**config.mk**
```make
export PLATFORM = sky130hd
export DESIGN_NAME = profiling_trace_packet_parser_flat
export DESIGN_NICKNAME = d
export VERILOG_FILES = /design/src/sv/ptpp_pkg.sv /design/src/sv/ptpp_if.sv /design/src/sv/ptpp_front.sv /design/src/sv/ptpp_queue.sv /design/src/sv/ptpp_back.sv /design/src/sv/profiling_trace_packet_parser.sv /design/src/flat_wrapper.sv
export SDC_FILE = /design/constraint.sdc
export NUM_CORES = 1
export LEC_CHECK = 0
export CORE_UTILIZATION = 50
export CTS_CLUSTER_DIAMETER = 40
export DETAILED_ROUTE_END_ITERATION = 16
export DONT_BUFFER_PORTS = 1
export GPL_TIMING_DRIVEN = 0
export SETUP_SLACK_MARGIN = 0.1
export SYNTH_ARGS = -nofsm -noshare
export SYNTH_HDL_FRONTEND = slang
export SYNTH_SLANG_ARGS = --single-unit
```
**constraint.sdc**
```tcl
create_clock -name clk -period 5.7 [get_ports clk]
set_input_delay 0.57 -clock clk [delete_from_list [all_inputs] [get_ports clk]]
set_output_delay 0.57 -clock clk [all_outputs]
set_load 0.02 [all_outputs]
```
**src/sv/ptpp_pkg.sv**
```systemverilog
package ptpp_pkg;

	localparam int QUEUE_AW = 2;
	localparam int QUEUE_DEPTH = 1 << QUEUE_AW;

	localparam logic [7:0] HDR_PAD = 8'h00;
	localparam logic [7:0] HDR_END = 8'h01;
	localparam logic [7:0] MASK_MID = 8'hCF;
	localparam logic [7:0] MASK_LO2 = 8'hFC;
	localparam logic [7:0] MASK_LO3 = 8'hF8;
	localparam logic [7:0] HDR_EVT = 8'h42;
	localparam logic [7:0] HDR_DSRC = 8'h43;
	localparam logic [7:0] HDR_OP = 8'h48;
	localparam logic [7:0] HDR_CTX = 8'h64;
	localparam logic [7:0] HDR_TS = 8'h71;
	localparam logic [7:0] HDR_CNT = 8'h98;
	localparam logic [7:0] HDR_ADDR = 8'hB0;
	localparam logic [7:0] HDR_LONG = 8'h20;

	localparam int PC_W = 56;
	localparam int EVT_W = 19;
	localparam logic [EVT_W-1:0] EVT_MASK = 19'h70FFF;

	localparam logic [1:0] OPC_LDST = 2'd1;
	localparam logic [1:0] OPC_BR = 2'd2;
	localparam logic [1:0] SUB_GP = 2'd0;
	localparam logic [1:0] SUB_SIMD = 2'd1;
	localparam logic [1:0] SUB_OTHER = 2'd2;
	localparam logic [6:0] LDST_SIMD_CODE = 7'd2;

	typedef enum logic {
		PH_HEADER,
		PH_DATA
	} phase_t;

	typedef enum logic [2:0] {
		K_UNKNOWN,
		K_ADDR,
		K_CNT,
		K_EVT,
		K_DSRC,
		K_OP,
		K_CTX,
		K_TS
	} kind_t;

	typedef enum logic {
		CMD_DATA,
		CMD_END
	} cmd_t;

	typedef struct packed {
		cmd_t       cmd;
		kind_t      kind;
		logic [7:0] data;
		logic [2:0] pos;
		logic       last;
		logic       is_pc;
		logic [1:0] op_cls;
	} qentry_t;

endpackage

```
**src/sv/ptpp_if.sv**
```systemverilog
interface ptpp_byte_if;
	logic       valid;
	logic       ready;
	logic [7:0] data_byte;

	modport source (output valid, output data_byte, input ready);
	modport sink (input valid, input data_byte, output ready);
endinterface

interface ptpp_rec_if;
	logic        valid;
	logic        ready;
	logic [55:0] pc_address;
	logic        op_present;
	logic [1:0]  op_class;
	logic        op_flag;
	logic [1:0]  op_subclass;
	logic        event_present;
	logic [18:0] event_bits;

	modport source (output valid, output pc_address, output op_present, output op_class,
		output op_flag, output op_subclass, output event_present, output event_bits,
		input ready);
	modport sink (input valid, input pc_address, input op_present, input op_class,
		input op_flag, input op_subclass, input event_present, input event_bits,
		output ready);
endinterface

```
**src/sv/ptpp_front.sv**
```systemverilog
module ptpp_front (
	input  logic               clk,
	input  logic               arst_n,
	ptpp_byte_if.sink          trace,
	input  logic               full,
	output logic               push,
	output ptpp_pkg::qentry_t  entry
);

	ptpp_pkg::phase_t phase_q, phase_d;
	ptpp_pkg::kind_t  kind_q, kind_d;
	logic             long_q, long_d;
	logic [7:0]       hfirst_q, hfirst_d;
	logic [3:0]       left_q, left_d;
	logic [2:0]       pos_q, pos_d;
	logic [7:0]       b;
	logic             acc;

	assign trace.ready = !full;
	assign acc = trace.valid && !full;
	assign b = trace.data_byte;

	always_comb begin
		phase_d = phase_q;
		kind_d = kind_q;
		long_d = long_q;
		hfirst_d = hfirst_q;
		left_d = left_q;
		pos_d = pos_q;
		push = 1'b0;
		entry.cmd = ptpp_pkg::CMD_DATA;
		entry.kind = kind_q;
		entry.data = b;
		entry.pos = pos_q;
		entry.last = (left_q == 4'd1);
		entry.is_pc = (hfirst_q[4:0] == 5'd0);
		entry.op_cls = hfirst_q[1:0];
		if (phase_q == ptpp_pkg::PH_DATA) begin
			push = acc;
			pos_d = pos_q + 3'd1;
			left_d = left_q - 4'd1;
			if (left_q == 4'd1) begin
				phase_d = ptpp_pkg::PH_HEADER;
			end
		end else begin
			long_d = 1'b0;
			pos_d = 3'd0;
			if (b == ptpp_pkg::HDR_PAD) begin
				long_d = 1'b0;
			end else if (b == ptpp_pkg::HDR_END) begin
				push = acc;
				entry.cmd = ptpp_pkg::CMD_END;
				kind_d = ptpp_pkg::K_UNKNOWN;
				hfirst_d = b;
			end else if (b == ptpp_pkg::HDR_TS) begin
				hfirst_d = b;
				kind_d = ptpp_pkg::K_TS;
				left_d = 4'd8;
				phase_d = ptpp_pkg::PH_DATA;
			end else if ((b & ptpp_pkg::MASK_MID) == ptpp_pkg::HDR_EVT ||
					(b & ptpp_pkg::MASK_MID) == ptpp_pkg::HDR_DSRC) begin
				hfirst_d = b;
				kind_d = ((b & ptpp_pkg::MASK_MID) == ptpp_pkg::HDR_EVT) ?
					ptpp_pkg::K_EVT : ptpp_pkg::K_DSRC;
				left_d = 4'd1 << b[5:4];
				phase_d = ptpp_pkg::PH_DATA;
			end else if ((b & ptpp_pkg::MASK_LO2) == ptpp_pkg::HDR_CTX) begin
				hfirst_d = b;
				kind_d = ptpp_pkg::K_CTX;
				left_d = 4'd4;
				phase_d = ptpp_pkg::PH_DATA;
			end else if ((b & ptpp_pkg::MASK_LO2) == ptpp_pkg::HDR_OP) begin
				hfirst_d = b;
				kind_d = ptpp_pkg::K_OP;
				left_d = 4'd1;
				phase_d = ptpp_pkg::PH_DATA;
			end else if ((b & ptpp_pkg::MASK_LO2) == ptpp_pkg::HDR_LONG) begin
				hfirst_d = b;
				long_d = 1'b1;
			end else if ((b & ptpp_pkg::MASK_LO3) == ptpp_pkg::HDR_ADDR) begin
				hfirst_d = long_q ? {3'b000, hfirst_q[1:0], b[2:0]} : {5'b00000, b[2:0]};
				kind_d = ptpp_pkg::K_ADDR;
				left_d = 4'd8;
				phase_d = ptpp_pkg::PH_DATA;
			end else if ((b & ptpp_pkg::MASK_LO3) == ptpp_pkg::HDR_CNT) begin
				hfirst_d = b;
				kind_d = ptpp_pkg::K_CNT;
				left_d = 4'd2;
				phase_d = ptpp_pkg::PH_DATA;
			end
		end
	end

	always_ff @(posedge clk or negedge arst_n) begin
		if (!arst_n) begin
			phase_q <= ptpp_pkg::PH_HEADER;
			kind_q <= ptpp_pkg::K_UNKNOWN;
			long_q <= 1'b0;
			hfirst_q <= 8'd0;
			left_q <= 4'd0;
			pos_q <= 3'd0;
		end else if (acc) begin
			phase_q <= phase_d;
			kind_q <= kind_d;
			long_q <= long_d;
			hfirst_q <= hfirst_d;
			left_q <= left_d;
			pos_q <= pos_d;
		end
	end

endmodule

```
**src/sv/ptpp_queue.sv**
```systemverilog
module ptpp_queue (
	input  logic               clk,
	input  logic               arst_n,
	input  logic               push,
	input  ptpp_pkg::qentry_t  wr_entry,
	output logic               full,
	input  logic               pop,
	output logic               rd_valid,
	output ptpp_pkg::qentry_t  rd_entry
);

	ptpp_pkg::qentry_t              slot_q [ptpp_pkg::QUEUE_DEPTH];
	logic [ptpp_pkg::QUEUE_AW-1:0]  wr_ptr_q;
	logic [ptpp_pkg::QUEUE_AW-1:0]  rd_ptr_q;
	logic [ptpp_pkg::QUEUE_AW:0]    count_q;
	logic                           do_push;
	logic                           do_pop;

	assign full = (count_q == (ptpp_pkg::QUEUE_AW+1)'(ptpp_pkg::QUEUE_DEPTH));
	assign rd_valid = (count_q != '0);
	assign rd_entry = slot_q[rd_ptr_q];
	assign do_push = push && !full;
	assign do_pop = pop && rd_valid;

	always_ff @(posedge clk) begin
		if (do_push) begin
			slot_q[wr_ptr_q] <= wr_entry;
		end
	end

	always_ff @(posedge clk or negedge arst_n) begin
		if (!arst_n) begin
			wr_ptr_q <= '0;
			rd_ptr_q <= '0;
			count_q <= '0;
		end else begin
			if (do_push) begin
				wr_ptr_q <= wr_ptr_q + 1'b1;
			end
			if (do_pop) begin
				rd_ptr_q <= rd_ptr_q + 1'b1;
			end
			if (do_push && !do_pop) begin
				count_q <= count_q + 1'b1;
			end else if (do_pop && !do_push) begin
				count_q <= count_q - 1'b1;
			end
		end
	end

endmodule

```
**src/sv/ptpp_back.sv**
```systemverilog
module ptpp_back (
	input  logic               clk,
	input  logic               arst_n,
	input  logic               rd_valid,
	input  ptpp_pkg::qentry_t  rd_entry,
	output logic               pop,
	ptpp_rec_if.source         result
);

	logic [ptpp_pkg::PC_W-1:0]  accum_q;
	logic [ptpp_pkg::PC_W-1:0]  accum_next;
	logic [ptpp_pkg::PC_W-1:0]  rec_pc_q;
	logic                       rec_op_q;
	logic [1:0]                 rec_cls_q;
	logic [7:0]                 rec_pl_q;
	logic                       rec_evt_q;
	logic [ptpp_pkg::EVT_W-1:0] rec_evt_bits_q;
	logic                       out_valid_q;
	logic                       emit;
	logic                       finish;
	logic [1:0]                 cls;
	logic                       flag;
	logic [1:0]                 sub;

	assign finish = (rd_entry.cmd == ptpp_pkg::CMD_DATA) && rd_entry.last;
	assign emit = (rd_entry.cmd == ptpp_pkg::CMD_END) ||
		(finish && rd_entry.kind == ptpp_pkg::K_TS);
	assign pop = rd_valid && (!emit || !out_valid_q || result.ready);
	assign result.valid = out_valid_q;

	always_comb begin
		accum_next = ((rd_entry.pos == 3'd0) ? '0 : accum_q) |
			({{(ptpp_pkg::PC_W-8){1'b0}}, rd_entry.data} << {rd_entry.pos, 3'b000});
	end

	always_comb begin
		cls = rec_op_q ? rec_cls_q : 2'd0;
		flag = 1'b0;
		sub = ptpp_pkg::SUB_GP;
		if (rec_op_q && rec_cls_q == ptpp_pkg::OPC_LDST) begin
			flag = rec_pl_q[0];
			if (rec_pl_q[7:1] == 7'd0) begin
				sub = ptpp_pkg::SUB_GP;
			end else if (rec_pl_q[7:1] == ptpp_pkg::LDST_SIMD_CODE) begin
				sub = ptpp_pkg::SUB_SIMD;
			end else begin
				sub = ptpp_pkg::SUB_OTHER;
			end
		end else if (rec_op_q && rec_cls_q == ptpp_pkg::OPC_BR) begin
			flag = rec_pl_q[0];
			sub = {1'b0, rec_pl_q[1]};
		end
	end

	always_ff @(posedge clk) begin
		if (pop && emit) begin
			result.pc_address <= rec_pc_q;
			result.op_present <= rec_op_q;
			result.op_class <= cls;
			result.op_flag <= flag;
			result.op_subclass <= sub;
			result.event_present <= rec_evt_q;
			result.event_bits <= rec_evt_q ? rec_evt_bits_q : '0;
		end
		if (pop && rd_entry.cmd == ptpp_pkg::CMD_DATA) begin
			accum_q <= accum_next;
		end
	end

	always_ff @(posedge clk or negedge arst_n) begin
		if (!arst_n) begin
			out_valid_q <= 1'b0;
			rec_pc_q <= '0;
			rec_op_q <= 1'b0;
			rec_cls_q <= 2'd0;
			rec_pl_q <= 8'd0;
			rec_evt_q <= 1'b0;
			rec_evt_bits_q <= '0;
		end else begin
			if (pop && emit) begin
				out_valid_q <= 1'b1;
			end else if (result.ready) begin
				out_valid_q <= 1'b0;
			end
			if (pop && emit) begin
				rec_pc_q <= '0;
				rec_op_q <= 1'b0;
				rec_cls_q <= 2'd0;
				rec_pl_q <= 8'd0;
				rec_evt_q <= 1'b0;
				rec_evt_bits_q <= '0;
			end else if (pop && finish) begin
				case (rd_entry.kind)
					ptpp_pkg::K_ADDR: begin
						if (rd_entry.is_pc) begin
							rec_pc_q <= accum_next;
						end
					end
					ptpp_pkg::K_OP: begin
						rec_op_q <= 1'b1;
						rec_cls_q <= rd_entry.op_cls;
						rec_pl_q <= accum_next[7:0];
					end
					ptpp_pkg::K_EVT: begin
						rec_evt_q <= 1'b1;
						rec_evt_bits_q <= accum_next[ptpp_pkg::EVT_W-1:0] & ptpp_pkg::EVT_MASK;
					end
					default: begin
						rec_evt_q <= rec_evt_q;
					end
				endcase
			end
		end
	end

endmodule

```
**src/sv/profiling_trace_packet_parser.sv**
```systemverilog
// Profiling trace packet parser.
// trace: one raw byte of the profiling buffer per request (valid/ready).
// result: one request per closed record (END header or last TIMESTAMP
// byte) with the last PC address, operation class/subclass/flag and event
// bits of that record.
// A front stage classifies each byte as header or payload and tracks packet
// length; a four-entry queue hands payload and END commands to a back stage
// that assembles payloads, updates the record and fills the output register.
// Throughput: one byte per cycle, sustained while result is not stalled.
// A closing byte passes through a queue slot and then the output register
// before it shows on result.
// When result stalls, the back stage holds the closing command, the queue
// fills, and trace.ready drops once four commands are waiting.
// Reset (arst_n low) returns to header parsing with an empty record and an
// empty queue; no clearing pass is needed.
module profiling_trace_packet_parser (
	input  logic        clk,
	input  logic        arst_n,
	ptpp_byte_if.sink   trace,
	ptpp_rec_if.source  result
);

	logic               push;
	ptpp_pkg::qentry_t  wr_entry;
	logic               full;
	logic               pop;
	logic               rd_valid;
	ptpp_pkg::qentry_t  rd_entry;

	ptpp_front u_front (
		.clk    (clk),
		.arst_n (arst_n),
		.trace  (trace),
		.full   (full),
		.push   (push),
		.entry  (wr_entry)
	);

	ptpp_queue u_queue (
		.clk      (clk),
		.arst_n   (arst_n),
		.push     (push),
		.wr_entry (wr_entry),
		.full     (full),
		.pop      (pop),
		.rd_valid (rd_valid),
		.rd_entry (rd_entry)
	);

	ptpp_back u_back (
		.clk      (clk),
		.arst_n   (arst_n),
		.rd_valid (rd_valid),
		.rd_entry (rd_entry),
		.pop      (pop),
		.result   (result)
	);

endmodule
```
**src/flat_wrapper.sv**
```systemverilog
// flat-port wrapper written by rule: the top's interface ports become plain ports
module profiling_trace_packet_parser_flat 
  (clk, arst_n, trace_valid, trace_data_byte, trace_ready, result_valid, result_pc_address, result_op_present, result_op_class, result_op_flag, result_op_subclass, result_event_present, result_event_bits, result_ready);
  ptpp_byte_if trace_i ();
  ptpp_rec_if result_i ();
  input  logic clk;
  input  logic arst_n;
  input wire logic [$bits(trace_i.valid)-1:0] trace_valid;
  input wire logic [$bits(trace_i.data_byte)-1:0] trace_data_byte;
  output wire logic [$bits(trace_i.ready)-1:0] trace_ready;
  output wire logic [$bits(result_i.valid)-1:0] result_valid;
  output wire logic [$bits(result_i.pc_address)-1:0] result_pc_address;
  output wire logic [$bits(result_i.op_present)-1:0] result_op_present;
  output wire logic [$bits(result_i.op_class)-1:0] result_op_class;
  output wire logic [$bits(result_i.op_flag)-1:0] result_op_flag;
  output wire logic [$bits(result_i.op_subclass)-1:0] result_op_subclass;
  output wire logic [$bits(result_i.event_present)-1:0] result_event_present;
  output wire logic [$bits(result_i.event_bits)-1:0] result_event_bits;
  input wire logic [$bits(result_i.ready)-1:0] result_ready;
  assign trace_i.valid = trace_valid;
  assign trace_i.data_byte = trace_data_byte;
  assign trace_ready = trace_i.ready;
  assign result_valid = result_i.valid;
  assign result_pc_address = result_i.pc_address;
  assign result_op_present = result_i.op_present;
  assign result_op_class = result_i.op_class;
  assign result_op_flag = result_i.op_flag;
  assign result_op_subclass = result_i.op_subclass;
  assign result_event_present = result_i.event_present;
  assign result_event_bits = result_i.event_bits;
  assign result_i.ready = result_ready;
  profiling_trace_packet_parser u_core (.clk(clk), .arst_n(arst_n), .trace(trace_i), .result(result_i));
endmodule
```
======== Word level (Yosys, flattened, before mapping) ========
Memories as Yosys holds them, arrays and structs flattened.
Index checks and enable logic that the tools add are counted.
storage, ports and cells
  memories ................................ 1
  memory bits (writable) .................. 76
  bits in registers ....................... 250
  bits of input ports ..................... 12
  logic and storage cells ................. 188
  output and inout bits ................... 84
cells by class
  reductions and logical operators ........ 44
  add/sub/neg operators ................... 6
  equal/unequal tests ..................... 22
  shifts and indexed selects .............. 2
  mux-type cells .......................... 85
  bitwise operators ....................... 4
memory list
  name                   depth  width  read ports  clocked after memory_dff  write ports  line              source
  u_core.u_queue.slot_q  4      19     1           0                         1            ptpp_queue.sv:12  ptpp_pkg::qentry_t slot_q [ptpp_pkg::QUEUE_DEPTH];
operators by type and width
  kind                count
  $mux 56             5
  $mux 19             3
  $or 56x56->56       1
  $shl 8x6->56        1
  $mux 5              9
  $mux 4              10
  $mux 1              37
  $mux 3              12
  $eq 6x5->1 const B  4
  $mux 8              3
  $reduce_bool 2->1   7
  $reduce_bool 7->1   2
  $logic_and 1x1->1   13
  $mux 2              6
  $ne 6x6->1 const B  2
  $eq 5x5->1 const B  2
  $reduce_and 5->1    2
  $eq 3x3->1 const B  3
  $eq 8x1->1 const B  1
  $eq 8x7->1 const B  1
  $logic_not 8->1     1
  $reduce_bool 8->1   1
  $eq 7x2->1 const B  1
  $logic_not 7->1     1
  21 further kinds    35

======== Logic depth before layout (Yosys ltp) ========
An unclocked memory read counts as a cell.
  depth in word-level cells ............... 13
  mapped depth ............................ 11
  gate-level depth less buffers ........... 10

======== Cells and area by module ========
From an unflattened synthesis, not the netlist that was laid out.
second synthesis, totals
  cells, all modules ...................... 886
  area total of the unflattened synthesis .. 13038.8 µm²
by module, submodules not included
  module      times used  cells each  area an instance (µm²)  seq. area each (µm²)
  ptpp_back   1           622         8642.0                  6125.9
  ptpp_queue  1           134         3174.3                  2457.4
  ptpp_front  1           130         1222.4                  425.4

======== Least setup slack after synthesis ========
OpenSTA, ideal clock, no wires.
  kind .................................... flip-flop to flip-flop
  start ................................... register u_core.u_queue.rd_ptr_q[0] in the netlist's numbering
  end ..................................... register u_core.u_back.accum_q[0] in the netlist's numbering, enable pin
  arrival ................................. 4.019 ns
  path slack .............................. 1.211 ns
  period minus slack after synthesis ...... 4.489 ns
  stages on the path, launching flop included .. 6
  data required time ...................... 5.230 ns
  path buffers ............................ 1
  setup time .............................. 0.470 ns
  cells stage by stage .................... dfrtp_1 > buf_6 > mux4_2 > a41oi_1 > o21ai_0 > nor2_1
on the way
  longest elaborated chain between the ends .. 10
ends and longest elaborated chain
  element                                             line              source
  start: declaration                                  ptpp_queue.sv:14  logic [ptpp_pkg::QUEUE_AW-1:0] rd_ptr_q;
  start signal: assignment                            ptpp_queue.sv:41  rd_ptr_q <= rd_ptr_q + 1'b1;
  $mem_v2 4x19 (*)                                    n/a
  branches (longest 8 deep; another with $eq 3x3->1)  n/a
  $logic_and 1x1->1 (*)                               ptpp_back.sv:65   if (pop && rd_entry.cmd == ptpp_pkg::CMD_DATA) begin
  end signal: assignment                              ptpp_back.sv:66   accum_q <= accum_next;
  end: declaration                                    ptpp_back.sv:10   logic [ptpp_pkg::PC_W-1:0] accum_q;
Mark *: on every way between the ends.
A chain may end at the register's enable or synchronous reset.

======== Worst setup path after layout ========
  start ................................... register u_core.u_queue.rd_ptr_q[1] in the netlist's numbering
  end ..................................... register u_core.u_queue.count_q[2] in the netlist's numbering
on the way
  longest elaborated chain between the ends .. 13
ends and longest elaborated chain
  element                                             line              source
  $mem_v2 4x19 (*)                                    n/a
  branches (longest 3 deep; another with $eq 3x3->1)  n/a
  $logic_or 1x1->1 (*)                                ptpp_back.sv:26   assign emit = (rd_entry.cmd == ptpp_pkg::CMD_END) ||
  $logic_not 1->1 (*)                                 ptpp_back.sv:28   assign pop = rd_valid && (!emit || !out_valid_q || result.ready);
  $logic_or 1x1->1 (*) (2 in a row)                   ptpp_back.sv:28
  $logic_and 1x1->1 (*)                               ptpp_back.sv:28
  $logic_and 1x1->1 (*)                               ptpp_queue.sv:23  assign do_pop = pop && rd_valid;
  $logic_not 1->1                                     ptpp_queue.sv:43  if (do_push && !do_pop) begin
  $logic_and 1x1->1                                   ptpp_queue.sv:43
  $mux 3 / $reduce_bool 2->1 (equally long branches)  n/a
  end signal: assignment                              ptpp_queue.sv:44  count_q <= count_q + 1'b1;
  end signal: assignment                              ptpp_queue.sv:46  count_q <= count_q - 1'b1;
  end: declaration                                    ptpp_queue.sv:15  logic [ptpp_pkg::QUEUE_AW:0] count_q;
Marks and branches as above.

==> flow_summary.ini <==
[critical_path]
worstPathMaxFanout = 10
start_kind = flip-flop
reg2reg_to = u_core.u_queue.count_q[2]
criticalPathCategory = flip-flop to flip-flop
critPathLaunch = u_core.u_queue.rd_ptr_q[1]
reg2reg_slack_ps = 2040
reg2reg_depth = 11
crit_end = u_core.u_queue.count_q[2]
required_ps = 6130
reg2reg_from = u_core.u_queue.rd_ptr_q[1]
end_kind = flip-flop
cp.arrival_ps = 4090

[power_and_ir_drop]
p_leak_nw = 5.54
ir_drop_mv = 0.310
power_density_nw_per_um2 = 667

[drt]
finalWirelength_um = 25200
first_iter_violations = 617
vias = 7011
drc = 0
dr.pass1.iters = 5
routedWlPerCell_um = 20.6
ant_nets = 0
vias_per_cell = 5.74

[finish]
drive_gt1_share_pct = 16.8
fin_cells = 1222
num_antenna_cells = 0
final_nets = 889
area_delta_synth_final_pct = 14.5

[synth]
yosysUniqueCellTypes = 57
synth_area_um2 = 12500
synth_area_leader_cell = edfxtp_1
synth_top_area_share_pct = 50.3
syn_inst = 821
ys_seq_area_share_pct = 71.8
synth_seq_cells = 318
syn_area_per_cell_um2 = 15.3
synthTopCellsByCount = edfxtp_1 (210), dfrtp_1 (108), a21oi_1 (58)
synth_edf_count = 210
synthFlopType = edfxtp_1
synth.most_common_cell = edfxtp_1
ys_warn_count = 0
synthTopCellsByArea = edfxtp_1 (50%), dfrtp_1 (22%), a22o_1 (3.9%), mux4_2 (3.4%), mux2_2 (2.7%)
async_flop_share_pct = 34.0

[clocking]
clkSinkCount = 318
cts_max_path_buffers = 3
cts.repair.resized = 0
clkTransAtPathRegs_ps = 60
h-tree-depth = 2
clk_latency_ps = 510
root_buffer = clkbuf_16
post_cts_buffers = 0
numCtsBuffers = 39
cts_tree = done
ctsHoldBuffers = 1

[floorplan]
dieArea_um2 = 25700
start_util_pct = 51.3
rows = 57
core_area_um2 = 24500
io_pins = 96
die_width_um = 160
die_height_um = 160

[status]
violations = negative hold slack
outcome = finished with violations

[placement]
routabilityCongestion = 0.860
dp_hpwl_um = 16400
place_ws_ps = 2040
dp_cells = 1150
io_buffers = 0

[sta]
period_share_pct = 64.2
hold_viol = 17
fin_ws_ps = 2040
relSlewSlack_pct = 27.2
finalSetupViolations = 0
finalMaxSlewViolations = 0
fmax_mhz = 273
rsz0062_at_grt = no
fin_hold_ws_ps = -37.1
fin_crit_ps = 3660
worstMarginPinSlew_ps = 1080
skew_ps = 16.5

[global_route]
antenna_found_initial = 0
grt_max_degree = 109
grt_pass1_wl_um = 40400
overflow = 0
grt_pass1_vias = 7258
grt.total_usage_pct = 20.2

[job]
maxCapViolCount = 0

[hold_path]
hold_class = primary input to async pin
cell usage in the layout, fill, tap and decap left out, drive strengths merged, types with 24 or more instances in the layout:
master / count
o21ai: 36
a22o: 56
dfrtp: 108
mux2: 33
and2: 24
inv: 25
nand2: 46
nor2: 53
a21oi: 58
edfxtp: 210
clkbuf: 66
buf: 29
worst min-delay path by stage:
stage            from                         end  slack, ps  depth (start not counted)
3_5_place_dp   arst_n  u_core.u_back.rec_pc_q[50]        280                          0
3_3_place_gp   arst_n  u_core.u_back.rec_pc_q[53]        280                          0
2_1_floorplan  arst_n  u_core.u_back.rec_cls_q[0]        270                          0
6_report       arst_n  u_core.u_back.rec_pc_q[49]        -40                          1
4_1_cts        arst_n  u_core.u_back.rec_pc_q[49]         30                          1
5_1_grt        arst_n  u_core.u_back.rec_pc_q[46]          3                          1
cell families after synthesis:
| kind of cell | share of synthesized area (%) |
|---|---|
| flip-flops | 71.8 |
| buffers and inverters | 2.66 |
| AO/OA/AOI/OAI | 9.37 |
| multiplexers | 7.49 |
| AND/OR/NAND/NOR | 7.16 |
| adder cells (fa/ha/maj) | 0.958 |
| XOR/XNOR | 0.489 |
| other | 0.0299 |
metrics by stage:
step                      TNS (ps)  area [um2]  power [mW]  util (%)
after floorplan                  0       12600        6.28         -
after global placement      -13760       13000        6.98      53.0
after detailed placement         0       13000        7.17      53.2
after CTS                        0       14400        9.65      58.7
after global routing             0       14400        10.1      58.7
final                            0       14400        9.57      58.7
power breakdown:
part	switching (mW)	total, mW	internal [mW]
Combinational	1.70	2.69	0.984
Sequential	0.780	4.46	3.68
Clock	0.966	2.43	1.46
Total	3.45	9.57	6.13
area by class of cell:
| class | instances | area [um2] |
|---|---|---|
| multi-input cells | 443 | 3220 |
| fillers | 1888 | 10100 |
| clock buffers | 48 | 1070 |
| clock inverters | 23 | 243 |
| inverters | 19 | 71.3 |
| repair buffers | 3 | 75.1 |
| well taps | 324 | 405 |
| flip-flops and latches | 318 | 9010 |
| plain buffers | 44 | 265 |
sequential cells by signal (all words and copies together), names as in the netlist, 3 cells and up:
register,cells
u_core.u_queue.count_q,3
u_core.u_back.rec_evt_bits_q,15
u_core.u_front.left_q,4
u_core.u_back.result.event_bits,15
u_core.u_back.accum_q,56
u_core.u_front.kind_q,3
u_core.u_front.hfirst_q,5
u_core.u_back.rec_pc_q,56
u_core.u_queue.slot_q,76
u_core.u_front.pos_q,3
u_core.u_back.result.pc_address,56
u_core.u_back.rec_pl_q,8
metal layers:
| metal | vias to the layer above | GRT usage, % | wire [um] |
|---|---|---|---|
| li1 | 3207 | - | - |
| met1 | 3508 | 27.6 | 11000 |
| met2 | 242 | 32.6 | 12100 |
| met3 | 54 | 3.98 | 1520 |
| met4 | 0 | 6.75 | 664 |
| met5 | - | 0 | 0 |
critical path: stages, from the launching register on:
cell and delay [ps]:
dfrtp_1 320, clkbuf_1 340, buf_4 290, mux4_2 270
a41oi_1 200, o21ai_0 900, ha_1 330, inv_1 70
fa_1 430, xor2_1 170, nor2_1 110, xor2_1 150
(Power assumes the default switching activity.)
